<file path="config.mk">
export PLATFORM = sky130hd
export DESIGN_NAME = url_percent_codec_unit
export DESIGN_NICKNAME = d
export VERILOG_FILES = /design/src/design/upc_pkg.sv /design/src/design/url_percent_codec_unit.sv /design/src/design/upc_fifo.sv /design/src/design/upc_front.sv /design/src/design/upc_back.sv
export SDC_FILE = /design/constraint.sdc
export NUM_CORES = 1
export LEC_CHECK = 0
export BUFFER_PORTS_ARGS = -buffer_cell sky130_fd_sc_hd__buf_2
export CAP_MARGIN = 20
export CELL_PAD_IN_SITES_DETAIL_PLACEMENT = 0
export CELL_PAD_IN_SITES_GLOBAL_PLACEMENT = 1
export CORE_ASPECT_RATIO = 1.4
export CORE_MARGIN = 2
export CORE_UTILIZATION = 49
export DETAILED_ROUTE_END_ITERATION = 10
export PLACE_DENSITY_LB_ADDON = 0.25
export SLEW_MARGIN = 5
export SYNTH_ARGS = -nofsm -noshare
export SYNTH_HDL_FRONTEND = slang
export SYNTH_HIERARCHICAL = 1
export SYNTH_SLANG_ARGS = --single-unit
</file>
<file path="constraint.sdc">
create_clock -name aclk -period 4.8 [get_ports aclk]
set_input_delay 0.48 -clock aclk [delete_from_list [all_inputs] [get_ports aclk]]
set_output_delay 0.48 -clock aclk [all_outputs]
set_load 0.01 [all_outputs]
</file>
<file path="src/design/upc_pkg.sv">
package upc_pkg;

    // mode register codes
    localparam logic [1:0] MODE_ENCODE    = 2'd0;
    localparam logic [1:0] MODE_DECODE    = 2'd1;
    localparam logic [1:0] MODE_NORMALIZE = 2'd2;

    // characters
    localparam logic [7:0] CH_PERCENT = 8'h25;
    localparam logic [7:0] CH_ZERO    = 8'h30;
    localparam logic [7:0] CH_NINE    = 8'h39;
    localparam logic [7:0] CH_UP_A    = 8'h41;
    localparam logic [7:0] CH_UP_F    = 8'h46;
    localparam logic [7:0] CH_UP_Z    = 8'h5A;
    localparam logic [7:0] CH_LO_A    = 8'h61;
    localparam logic [7:0] CH_LO_F    = 8'h66;
    localparam logic [7:0] CH_LO_Z    = 8'h7A;
    localparam logic [7:0] CH_UNDER   = 8'h5F;
    localparam logic [7:0] CH_TILDE   = 8'h7E;
    localparam logic [7:0] CH_DOT     = 8'h2E;
    localparam logic [7:0] CH_DASH    = 8'h2D;

    // default depth of the queue between front and back
    localparam int UPC_FIFO_DEPTH = 4;

    // one decoded byte on its way to the back end
    typedef struct packed {
        logic [7:0] data;
        logic       enc;
        logic       last;
    } upc_entry_t;

    function automatic logic is_hex(input logic [7:0] c);
        return (c >= CH_ZERO && c <= CH_NINE) || (c >= CH_UP_A && c <= CH_UP_F) ||
               (c >= CH_LO_A && c <= CH_LO_F);
    endfunction

    function automatic logic [3:0] hex_val(input logic [7:0] c);
        logic [7:0] v;
        if (c >= CH_ZERO && c <= CH_NINE) begin
            v = c - CH_ZERO;
        end else if (c >= CH_UP_A && c <= CH_UP_F) begin
            v = c - CH_UP_A + 8'd10;
        end else begin
            v = c - CH_LO_A + 8'd10;
        end
        return v[3:0];
    endfunction

    function automatic logic is_unreserved(input logic [7:0] c);
        return (c >= CH_ZERO && c <= CH_NINE) || (c >= CH_UP_A && c <= CH_UP_Z) ||
               (c >= CH_LO_A && c <= CH_LO_Z) || c == CH_UNDER || c == CH_TILDE ||
               c == CH_DOT || c == CH_DASH;
    endfunction

    function automatic logic [7:0] hex_char(input logic [3:0] n);
        if (n < 4'd10) begin
            return CH_ZERO + {4'd0, n};
        end
        return CH_UP_A + {4'd0, n} - 8'd10;
    endfunction

endpackage

</file>
<file path="src/design/url_percent_codec_unit.sv">
// channel | ports                                  | direction | role
// s_      | s_valid s_ready s_in_byte s_in_last    | in        | raw string words
// m_      | m_valid m_ready m_out_byte m_out_last  | out       | converted string words
// cfg_    | cfg_we cfg_wdata                       | in        | mode register write
//
// The back end sends one output word per cycle unless m_ready holds it, and an input word
// produces 1 or 3 output words in encode, 0 to 3 in decode (a held escape byte produces
// none), up to 7 in normalize. Words pass the front end list, the queue and the back
// end output register in turn. The front end turns each input word into up to three
// decoded bytes, one per cycle while the queue has room, and takes the next word as
// the last of them enters the queue. Synchronous active-low reset clears mode to encode
// and drops any held escape. Either side stalls independently through the queue.
module url_percent_codec_unit #(
    parameter int FIFO_DEPTH = upc_pkg::UPC_FIFO_DEPTH
) (
    input  logic        aclk,
    input  logic        aresetn,
    input  logic        cfg_we,
    input  logic [1:0]  cfg_wdata,
    input  logic        s_valid,
    output logic        s_ready,
    input  logic [7:0]  s_in_byte,
    input  logic        s_in_last,
    output logic        m_valid,
    input  logic        m_ready,
    output logic [7:0]  m_out_byte,
    output logic        m_out_last
);
    import upc_pkg::*;

    upc_entry_t  f_entry, b_entry;
    logic        f_valid, f_ready, b_valid, b_ready;

    // classify and decode
    upc_front u_front (
        .aclk      (aclk),
        .aresetn   (aresetn),
        .cfg_we    (cfg_we),
        .cfg_wdata (cfg_wdata),
        .s_valid   (s_valid),
        .s_ready   (s_ready),
        .s_in_byte (s_in_byte),
        .s_in_last (s_in_last),
        .q_entry   (f_entry),
        .q_valid   (f_valid),
        .q_ready   (f_ready)
    );

    // decoupling queue
    upc_fifo #(
        .DEPTH (FIFO_DEPTH)
    ) u_fifo (
        .aclk      (aclk),
        .aresetn   (aresetn),
        .in_entry  (f_entry),
        .in_valid  (f_valid),
        .in_ready  (f_ready),
        .out_entry (b_entry),
        .out_valid (b_valid),
        .out_ready (b_ready)
    );

    // percent expansion and output register
    upc_back u_back (
        .aclk       (aclk),
        .aresetn    (aresetn),
        .q_entry    (b_entry),
        .q_valid    (b_valid),
        .q_ready    (b_ready),
        .m_valid    (m_valid),
        .m_ready    (m_ready),
        .m_out_byte (m_out_byte),
        .m_out_last (m_out_last)
    );

endmodule

</file>
<file path="src/design/upc_fifo.sv">
module upc_fifo #(
    parameter int DEPTH = 4
) (
    input  logic                  aclk,
    input  logic                  aresetn,
    input  upc_pkg::upc_entry_t   in_entry,
    input  logic                  in_valid,
    output logic                  in_ready,
    output upc_pkg::upc_entry_t   out_entry,
    output logic                  out_valid,
    input  logic                  out_ready
);
    import upc_pkg::*;

    localparam int PTR_W = (DEPTH > 1) ? $clog2(DEPTH) : 1;
    localparam int CNT_W = $clog2(DEPTH + 1);

    upc_entry_t             mem_reg [DEPTH];
    logic [PTR_W-1:0]       wr_ptr_reg, wr_ptr_next;
    logic [PTR_W-1:0]       rd_ptr_reg, rd_ptr_next;
    logic [CNT_W-1:0]       count_reg, count_next;
    logic                   do_wr, do_rd;

    // handshake on both sides
    assign in_ready  = (count_reg != CNT_W'(DEPTH));
    assign out_valid = (count_reg != '0);
    assign out_entry = mem_reg[rd_ptr_reg];
    assign do_wr     = in_valid && in_ready;
    assign do_rd     = out_ready && out_valid;

    // pointer and fill count update
    always_comb begin
        wr_ptr_next = wr_ptr_reg;
        rd_ptr_next = rd_ptr_reg;
        count_next  = count_reg;
        if (do_wr) begin
            wr_ptr_next = (wr_ptr_reg == PTR_W'(DEPTH - 1)) ? '0 : wr_ptr_reg + PTR_W'(1);
        end
        if (do_rd) begin
            rd_ptr_next = (rd_ptr_reg == PTR_W'(DEPTH - 1)) ? '0 : rd_ptr_reg + PTR_W'(1);
        end
        if (do_wr && !do_rd) begin
            count_next = count_reg + CNT_W'(1);
        end else if (do_rd && !do_wr) begin
            count_next = count_reg - CNT_W'(1);
        end
    end

    always_ff @(posedge aclk) begin
        if (!aresetn) begin
            wr_ptr_reg <= '0;
            rd_ptr_reg <= '0;
            count_reg  <= '0;
        end else begin
            wr_ptr_reg <= wr_ptr_next;
            rd_ptr_reg <= rd_ptr_next;
            count_reg  <= count_next;
        end
    end

    // storage
    always_ff @(posedge aclk) begin
        if (do_wr) begin
            mem_reg[wr_ptr_reg] <= in_entry;
        end
    end

endmodule

</file>
<file path="src/design/upc_front.sv">
module upc_front (
    input  logic                  aclk,
    input  logic                  aresetn,
    input  logic                  cfg_we,
    input  logic [1:0]            cfg_wdata,
    input  logic                  s_valid,
    output logic                  s_ready,
    input  logic [7:0]            s_in_byte,
    input  logic                  s_in_last,
    output upc_pkg::upc_entry_t   q_entry,
    output logic                  q_valid,
    input  logic                  q_ready
);
    import upc_pkg::*;

    logic [1:0]  mode_reg;
    logic [1:0]  pend_cnt_reg, pend_cnt_next;
    logic [7:0]  pend_digit_reg, pend_digit_next;
    logic [7:0]  list_reg [3];
    logic [7:0]  list_next [3];
    logic [1:0]  list_cnt_reg, list_cnt_next;
    logic        list_enc_reg, list_enc_next;
    logic        list_last_reg;
    logic        push, accept;

    // queue side: one decoded byte per cycle from the head of the list while q_ready is high
    assign q_valid      = (list_cnt_reg != 2'd0);
    assign push         = q_valid && q_ready;
    assign q_entry.data = list_reg[0];
    assign q_entry.enc  = list_enc_reg;
    assign q_entry.last = list_last_reg && (list_cnt_reg == 2'd1);

    // take a new word once the list drains
    assign s_ready = (list_cnt_reg == 2'd0) || (list_cnt_reg == 2'd1 && push);
    assign accept  = s_valid && s_ready;

    // classify the incoming byte into up to three decoded bytes
    always_comb begin
        logic [1:0] n;
        logic       hv;
        n               = 2'd0;
        hv              = is_hex(s_in_byte);
        pend_cnt_next   = pend_cnt_reg;
        pend_digit_next = pend_digit_reg;
        list_next[0]    = s_in_byte;
        list_next[1]    = s_in_byte;
        list_next[2]    = s_in_byte;
        list_enc_next   = (mode_reg != MODE_DECODE);
        if (mode_reg != MODE_DECODE && mode_reg != MODE_NORMALIZE) begin
            // plain encode
            n = 2'd1;
        end else begin
            case (pend_cnt_reg)
                2'd0: begin
                    if (s_in_byte == CH_PERCENT) begin
                        pend_cnt_next = 2'd1;
                    end else begin
                        n = 2'd1;
                    end
                end
                2'd1: begin
                    if (hv) begin
                        pend_cnt_next   = 2'd2;
                        pend_digit_next = s_in_byte;
                    end else if (s_in_byte == CH_PERCENT) begin
                        list_next[0]  = CH_PERCENT;
                        n             = 2'd1;
                        pend_cnt_next = 2'd1;
                    end else begin
                        list_next[0]  = CH_PERCENT;
                        n             = 2'd2;
                        pend_cnt_next = 2'd0;
                    end
                end
                default: begin
                    // two held: complete escape or broken escape
                    if (hv) begin
                        list_next[0]    = {hex_val(pend_digit_reg), hex_val(s_in_byte)};
                        n               = 2'd1;
                        pend_cnt_next   = 2'd0;
                        pend_digit_next = 8'd0;
                    end else begin
                        list_next[0]    = CH_PERCENT;
                        list_next[1]    = pend_digit_reg;
                        pend_digit_next = 8'd0;
                        if (s_in_byte == CH_PERCENT) begin
                            n             = 2'd2;
                            pend_cnt_next = 2'd1;
                        end else begin
                            n             = 2'd3;
                            pend_cnt_next = 2'd0;
                        end
                    end
                end
            endcase
            // flush held bytes at end of string
            if (s_in_last) begin
                if (pend_cnt_next != 2'd0) begin
                    list_next[n] = CH_PERCENT;
                    n            = n + 2'd1;
                end
                if (pend_cnt_next == 2'd2) begin
                    list_next[n] = pend_digit_next;
                    n            = n + 2'd1;
                end
                pend_cnt_next   = 2'd0;
                pend_digit_next = 8'd0;
            end
        end
        list_cnt_next = n;
    end

    // decode state and mode register
    always_ff @(posedge aclk) begin
        if (!aresetn) begin
            mode_reg       <= MODE_ENCODE;
            pend_cnt_reg   <= 2'd0;
            pend_digit_reg <= 8'd0;
        end else if (cfg_we) begin
            mode_reg       <= cfg_wdata;
            pend_cnt_reg   <= 2'd0;
            pend_digit_reg <= 8'd0;
        end else if (accept) begin
            pend_cnt_reg   <= pend_cnt_next;
            pend_digit_reg <= pend_digit_next;
        end
    end

    // pending list count
    always_ff @(posedge aclk) begin
        if (!aresetn) begin
            list_cnt_reg <= 2'd0;
        end else if (accept) begin
            list_cnt_reg <= list_cnt_next;
        end else if (push) begin
            list_cnt_reg <= list_cnt_reg - 2'd1;
        end
    end

    // pending list payload, shifts toward the head on each push
    always_ff @(posedge aclk) begin
        if (accept) begin
            list_reg[0]   <= list_next[0];
            list_reg[1]   <= list_next[1];
            list_reg[2]   <= list_next[2];
            list_enc_reg  <= list_enc_next;
            list_last_reg <= s_in_last;
        end else if (push) begin
            list_reg[0] <= list_reg[1];
            list_reg[1] <= list_reg[2];
        end
    end

endmodule

</file>
<file path="src/design/upc_back.sv">
module upc_back (
    input  logic                  aclk,
    input  logic                  aresetn,
    input  upc_pkg::upc_entry_t   q_entry,
    input  logic                  q_valid,
    output logic                  q_ready,
    output logic                  m_valid,
    input  logic                  m_ready,
    output logic [7:0]            m_out_byte,
    output logic                  m_out_last
);
    import upc_pkg::*;

    typedef enum logic [1:0] {
        PH_PCT,
        PH_HI,
        PH_LO
    } phase_t;

    phase_t      phase_reg, phase_next;
    logic        m_valid_reg, m_valid_next;
    logic [7:0]  m_byte_reg, m_byte_next;
    logic        m_last_reg, m_last_next;
    logic        load, take, expand, final_word;

    assign m_valid    = m_valid_reg;
    assign m_out_byte = m_byte_reg;
    assign m_out_last = m_last_reg;

    // output register frees when empty or taken
    assign load       = !m_valid_reg || m_ready;
    assign take       = load && q_valid;
    assign expand     = q_entry.enc && !is_unreserved(q_entry.data);
    assign final_word = !expand || (phase_reg == PH_LO);
    assign q_ready    = take && final_word;

    // pick the output word for this phase
    always_comb begin
        m_valid_next = m_valid_reg;
        m_byte_next  = m_byte_reg;
        m_last_next  = m_last_reg;
        phase_next   = phase_reg;
        if (load) begin
            m_valid_next = q_valid;
        end
        if (take) begin
            m_last_next = q_entry.last && final_word;
            if (!expand) begin
                m_byte_next = q_entry.data;
            end else begin
                case (phase_reg)
                    PH_PCT:  m_byte_next = CH_PERCENT;
                    PH_HI:   m_byte_next = hex_char(q_entry.data[7:4]);
                    default: m_byte_next = hex_char(q_entry.data[3:0]);
                endcase
            end
            if (final_word) begin
                phase_next = PH_PCT;
            end else if (phase_reg == PH_PCT) begin
                phase_next = PH_HI;
            end else begin
                phase_next = PH_LO;
            end
        end
    end

    always_ff @(posedge aclk) begin
        if (!aresetn) begin
            phase_reg   <= PH_PCT;
            m_valid_reg <= 1'b0;
            m_last_reg  <= 1'b0;
            m_byte_reg  <= 8'd0;
        end else begin
            phase_reg   <= phase_next;
            m_valid_reg <= m_valid_next;
            m_last_reg  <= m_last_next;
            m_byte_reg  <= m_byte_next;
        end
    end

endmodule
</file>
==> reports/qor.csv, run 1 <==
stage,metric,value,unit
worst_setup_path,cp_cell_sequence,buf_4 -> mux4_2 -> ha_1 -> nand2b_1 -> a21oi_1 -> a221oi_1 -> nand3_2 -> a21oi_1 -> nor2_1 -> o31ai_1 -> ha_1 -> inv_1 -> fa_1 -> xor2_1 -> or3_2 -> a21boi_0,
floorplanning,io_pins,27,
floorplanning,placementRows,48,
global_route,overflow,0,
logic_synthesis,avgSynthCellArea,10.2,sq um
floorplanning,initial_core_util,49.6,%
logic_synthesis,ys_seq_area_share,44.3,%
sta,whs,393,ps
logic_synthesis,synth_top_area_share,32.7,%
logic_synthesis,synth.most_common_cell,edfxtp_1,
logic_synthesis,netlist_area,6050,sq um
cells_and_area,largest_register_ff_count,40,
logic_synthesis,synth-warning-count,6,
power_and_ir_drop,p_total,3750,uW
logic_synthesis,yosysTopAreaCell,edfxtp_1,
floorplanning,die_area,13300,sq um
run,drv_cap,0,
sta,hold_viol,0,
cells_and_area,stdcell_area,6550,sq um
power_and_ir_drop,power.density,572,nW/um^2
worst_setup_path,slowest_delay,600,ps
sta,final.setup.tns,0,ps
route,wl_met1,5570,um
cts,cts_resized,0,
route,drcViolationCount,0,
global_route,track_usage,23.2,%
worst_setup_path,critPathTopFamily,compound AO/OA/AOI/OAI gates,
sta,fin_crit_sh,88.6,%
worst_setup_path,cp-end-kind,register,
global_route,grt_pass1_vias,4471,
sta,drv_slew,0,
sta,skew,11.9,ps
place,post-dp-hpwl,11400,um
sta,rsz0062_at_grt,false,
logic_synthesis,yosys_most_used_dff,edfxtp_1,
route,wl_per_cell,20.1,um
worst_setup_path,critPathMaxFanout,8,
floorplanning,core,12200,sq um
cts,cts_tree,yes,
logic_synthesis,synth_cells,594,
worst_setup_path,path_class,reg2reg,
logic_synthesis,yosys-top-cells-area,"edfxtp_1 (33%), dfxtp_1 (12%), ha_1 (6.6%), mux4_2 (3.7%), nand2_1 (3.2%)",
logic_synthesis,ys_types,88,
route,via_per_inst,6.23,
cts,clkTransAtPathRegs,80,ps
logic_synthesis,synth_edf_count,66,
route,vias,4668,
power_and_ir_drop,vdd_drop_max,195,uV
global_route,grt_max_degree,34,
route,drt_first_pass_iters,5,
route,wl,15100,um
cts,cts.sinks,101,
sta,fin_crit,4250,ps
global_route,antenna_found_initial,0,
sta,slew_headroom,44.2,%
floorplanning,dieHeight,135,um
cts,holdBufCountCts,0,
cts,cts_htree_levels,3,
worst_hold_path,hp-class,in2reg,
cts,clock_path_buffers,2,
power_and_ir_drop,power.leakage,0.00245,uW
logic_synthesis,synth_common_cells,"edfxtp_1 (66), nand2_1 (52), dfxtp_1 (35), nor2_1 (35), ha_1 (32)",
cts,clk_latency,340,ps
logic_synthesis,async_reset_ff_share,0,%
cells_and_area,layout.nets,643,
worst_setup_path,crit_required,5070,ps
worst_setup_path,cp_slowest_cell,mux4_2,
cells_and_area,drive_gt1_share,15.0,%
place,dpl_cell_area,6200,sq um
route,drtIter0Drc,237,
cells_and_area,area_growth,8.21,%
cells_and_area,nFillCells,1083,
sta,max_slew.worst_pin.slew,830,ps
global_route,grt_pass1_wl,23900,um
worst_setup_path,critPathLaunchType,register,
place,gp_congestion,0.949,
worst_setup_path,worst_ep_arrival_time,4520,ps
cts,cts_root_buf,clkbuf_16,
place,numPortBuffers,26,
route,highest_layer,met4,
worst_setup_path,path_buf_inv,2,
cells_and_area,antenna_cells,0,
route,routed-wl-met3,536,um
logic_synthesis,ys_ff_latch,101,
logic_synthesis,synth_nets,643,
sta,setup_violations,0,
outcome,status,finished clean,
sta,fmax,0.235,GHz
cts,post_cts_buffers,0,
route,antenna_left,0,
route,route.met2.wl,8200,um
cts,numCtsBuffers,9,
floorplanning,fp.dieW,97.9,um
==> report_power, final <==
part	total [uW]	switching [uW]	internal, uW	leakage [uW]
Combinational	1530	953	581	0.00137
Clock	809	347	462	0.000173
Sequential	1400	118	1290	0.000903
==> cell families (layout without fill, tap and decap cells) <==
logic type      Yosys count  in the layout  share of synthesized area (%)
fa+ha+maj                33             33                           6.95
flops                   101            101                           44.3
xor+xnor                  3              3                          0.434
simple gates            187            187                           16.4
compound gates          169            169                           20.0
mux                      24             24                           6.04
buf+inv                  77             82                           5.81
==> final cells by class <==
cell class,count,area [sq um],share of cell area (%)
clock buffers,12,300,4.59
clock inverters,4,50.0,0.764
inverters,32,120,1.83
multi-input cells,416,3020,46.1
flip-flops and latches,101,2680,41.0
well taps,150,188,2.87
repair buffers,34,190,2.90
==> through the flow <==
| stage | utilization, % | worst slack (ps) | std cells |
|---|---|---|---|
| 2_1_floorplan | - | 533 | 594 |
| 3_3_place_gp | 50.8 | 609 | 733 |
| 3_5_place_dp | 50.8 | 544 | 733 |
| 4_1_cts | 53.7 | 541 | 749 |
| 5_1_grt | 53.7 | 242 | 749 |
| 6_report | 53.7 | 549 | 749 |
==> tightest hold or removal path: stages <==
cell,delay (ps)
buf_2,70
mux2i_1,50
nor2b_1,90
==> layout by cell type, fill, tap and decap left out, types with 5 or more instances in the layout <==
cell type	count
o21ai_0	30
inv_1	30
ha_1	32
nor2b_1	10
a311oi_1	5
a21boi_1	5
buf_4	8
nand3_1	29
a31oi_1	9
o22ai_1	6
nand2_1	52
o21ai_1	8
edfxtp_1	66
nand4_1	8
nand2b_1	8
mux2i_1	14
buf_2	26
mux4_2	10
a21o_1	6
and2_1	7
dfxtp_1	35
nor2_1	35
o31ai_1	5
a21oi_1	28
clkbuf_16	12
a22oi_1	8
==> per-layer routing <==
layer	vias to the layer above	global-route usage, %
met5	-	0
met4	0	12.3
met3	51	3.41
met2	161	43.5
met1	2227	24.8
li1	2229	-
==> worst paths after layout <==
check                        from                   end  slack, ps  cells after the start
max                      register   u_fifo/count_reg[2]        550                     16
min                  cfg_wdata[1]   u_front/mode_reg[1]        390                      3
max reg2reg              register   u_fifo/count_reg[2]        550                     16
min reg2reg  u_back/m_out_byte[7]  u_back/m_out_byte[7]        450                      2
Power figures use the tool's default switching activity.
==> run 2, diff against run 1 <==
--- a/config.mk
+++ b/config.mk
@@ -5,15 +5,17 @@
 export SDC_FILE = /design/constraint.sdc
 export NUM_CORES = 1
 export LEC_CHECK = 0
+export ABC_AREA = 1
 export BUFFER_PORTS_ARGS = -buffer_cell sky130_fd_sc_hd__buf_2
 export CAP_MARGIN = 20
 export CELL_PAD_IN_SITES_DETAIL_PLACEMENT = 0
 export CELL_PAD_IN_SITES_GLOBAL_PLACEMENT = 1
 export CORE_ASPECT_RATIO = 1.4
 export CORE_MARGIN = 2
-export CORE_UTILIZATION = 49
+export CORE_UTILIZATION = 42
 export DETAILED_ROUTE_END_ITERATION = 10
 export PLACE_DENSITY_LB_ADDON = 0.25
+export SKIP_LAST_GASP = 1
 export SLEW_MARGIN = 5
 export SYNTH_ARGS = -nofsm -noshare
 export SYNTH_HDL_FRONTEND = slang
==> constraint.sdc (replaced) <==
create_clock -name aclk -period 3.8 [get_ports aclk]
set_input_delay 0.38 -clock aclk [delete_from_list [all_inputs] [get_ports aclk]]
set_output_delay 0.38 -clock aclk [all_outputs]
set_load 0.01 [all_outputs]
==> reports/qor.csv, run 2 <==
stage,metric,value,unit
outcome,status,finished clean,
place,dpl_worst_slack,363,ps
route,wl,16300,um
power_and_ir_drop,p_clk_share,17.8,%
route,via_per_inst,5.15,
cts,cts_root_buf,clkbuf_16,
power_and_ir_drop,switching_power,2320,uW
logic_synthesis,synth_edf_count,66,
cts,cts_htree_levels,3,
logic_synthesis,async_reset_ff_share,0,%
logic_synthesis,synth_fa_ha_area_share,6.64,%
power_and_ir_drop,power.density,771,nW/um^2
sta,whs,269,ps
cells_and_area,layout_common_cells,"nand2_1 (198), nor2_1 (110), inv_1 (83)",
sta,hold_viol,0,
power_and_ir_drop,pwr-share-seq,33.6,%
logic_synthesis,netlist_area,6330,sq um
route,drcViolationCount,0,
run,drv_cap,0,
cts,holdBufCountCts,0,
logic_synthesis,synth-xor-area-share,0.692,%
global_route,antenna_found_initial,0,
logic_synthesis,synth_common_cells,"nand2_1 (198), nor2_1 (110), inv_1 (83), edfxtp_1 (66), nand3_1 (53)",
floorplanning,die_area,16100,sq um
logic_synthesis,avgSynthCellArea,7.86,sq um
logic_synthesis,synth_mux_area_share,0,%
cts,cts_resized,0,
place,numPortBuffers,26,
cells_and_area,drive_gt1_share,13.5,%
floorplanning,placementRows,53,
cts,cts_tree,yes,
cts,post_cts_buffers,0,
route,drtIter0Drc,261,
floorplanning,dieHeight,149,um
floorplanning,core,14900,sq um
cells_and_area,layout.nets,880,
sta,final.setup.tns,0,ps
cts,numCtsBuffers,9,
global_route,grt_max_degree,21,
floorplanning,io_pins,27,
cells_and_area,final_util,46.6,%
cells_and_area,largest_register_ff_count,40,
cts,clkTransAtPathRegs,70,ps
logic_synthesis,yosys_most_used_dff,edfxtp_1,
logic_synthesis,ys_types,46,
route,wl_per_cell,15.9,um
place,dpl_cell_area,6610,sq um
sta,fin_crit,3370,ps
cts,clk_latency,340,ps
sta,fin_ws,432,ps
logic_synthesis,synth.most_common_cell,nand2_1,
logic_synthesis,synth-warning-count,6,
global_route,grt_pass1_wl,26300,um
route,drt_first_pass_iters,5,
floorplanning,fp.dieW,108,um
logic_synthesis,ys_ff_latch,101,
power_and_ir_drop,internal_power,3020,uW
worst_setup_path,critPathLaunchType,register,
logic_synthesis,synth_cells,805,
worst_setup_path,critPathMaxFanout,15,
sta,drv_slew,0,
cts,clock_path_buffers,2,
global_route,overflow,0,
cells_and_area,nFillCells,1529,
place,post-dp-hpwl,12900,um
global_route,track_usage,21.2,%
worst_hold_path,hp-class,in2reg,
place,gp_congestion,0.954,
cells_and_area,mostFrequentLayoutCell,nand2_1,
logic_synthesis,yosys-top-cells-area,"edfxtp_1 (31%), nand2_1 (12%), dfxtp_1 (11%), nor2_1 (6.5%), ha_1 (6.3%)",
worst_setup_path,path_class,reg2reg,
worst_setup_path,worst_ep_arrival_time,3610,ps
cells_and_area,area_growth,9.49,%
sta,setup_violations,0,
power_and_ir_drop,power.leakage,0.00306,uW
worst_setup_path,crit_required,4040,ps
logic_synthesis,synth_compound_area_share,11.5,%
route,vias,5294,
worst_setup_path,cp-end-kind,register,
cells_and_area,antenna_cells,0,
sta,fmax,0.297,GHz
sta,skew,7.09,ps
cts,cts.sinks,101,
power_and_ir_drop,vdd_drop_max,338,uV
power_and_ir_drop,sw_frac_of_total,43.4,%
logic_synthesis,ys_seq_area_share,42.4,%
floorplanning,initial_core_util,42.6,%
power_and_ir_drop,power_frac_comb,48.5,%
global_route,grt_pass1_vias,5357,
logic_synthesis,synth_top_family_by_area,simple AND/OR/NAND/NOR gates,
sta,max_slew.worst_pin.slew,975,ps
sta,rsz0062_at_grt,false,
logic_synthesis,yosys.area_share.simple,29.3,%
logic_synthesis,synth_nets,854,
route,antenna_left,0,
logic_synthesis,synth_top_area_share,31.3,%
sta,fin_crit_sh,88.6,%
sta,slew_headroom,34.7,%
cells_and_area,stdcell_area,6930,sq um
logic_synthesis,yosysTopAreaCell,edfxtp_1,
==> run 2: layer usage <==
layer | global-route usage, % | share of wire [%] | vias to the layer above
li1 | - | - | 2673
met1 | 20.3 | 36 | 2447
met2 | 41.1 | 56 | 126
met3 | 2.97 | 2.6 | 48
met4 | 13.8 | 5.9 | 0
met5 | 0 | 0 | -
==> run 2: cell type report <==
| type | instances | area, sq um | area share, % |
|---|---|---|---|
| clock buffers | 9 | 225 | 3.25 |
| well taps | 192 | 240 | 3.47 |
| repair buffers | 46 | 280 | 4.05 |
| multi-input cells | 577 | 3050 | 44.0 |
| inverters | 96 | 360 | 5.20 |
| flip-flops and latches | 101 | 2680 | 38.7 |
| clock inverters | 7 | 91.3 | 1.32 |
==> run 2: path summary, 6_finish.rpt <==
check	from	end	slack, ps	cells past startpoint
setup reg to reg	register	u_fifo/count_reg[1]	430	18
hold / removal	cfg_wdata[0]	u_front/mode_reg[0]	270	3
hold reg to reg	u_front/mode_reg[1]	u_front/mode_reg[1]	470	2
setup / recovery	register	u_fifo/count_reg[1]	430	18
==> run 2: through the flow <==
| stage | power, uW | std cells |
|---|---|---|
| detailed placement | 4420 | 1012 |
| floorplan | 3700 | 805 |
| CTS | 5390 | 1028 |
| finish | 5340 | 1028 |
| global placement | 4410 | 1012 |
| global route | 5760 | 1028 |
==> run 2: logic make-up (layout without fill, tap and decap cells) <==
logic type | count (synthesis) | after routing
flops | 101 | 101
compound gates | 130 | 130
fa+ha+maj | 33 | 33
simple gates | 409 | 409
buf+inv | 127 | 158
xor+xnor | 5 | 5
==> run 2: critical path, cell delays in order (launching register included) <==
cell and delay, ps:
dfxtp_1 320, inv_1 340, o21ai_0 140, o22ai_1 310
inv_1 180, ha_1 230, nor2_1 210, nor2_1 60
nand2_1 80, nand2_2 70, nand3_2 80, inv_1 60
a21oi_2 160, nand2_2 100, ha_1 200, inv_1 80
fa_1 400, o21ai_0 170, nor2_1 50
==> run 2: power by group through the flow <==
stage	Combinational [uW]	Clock, uW	Sequential [uW]
global placement	2600	0	1800
floorplan	1930	0	1760
global route	2910	1010	1840
CTS	2610	979	1800
detailed placement	2600	0	1820
finish	2590	953	1800
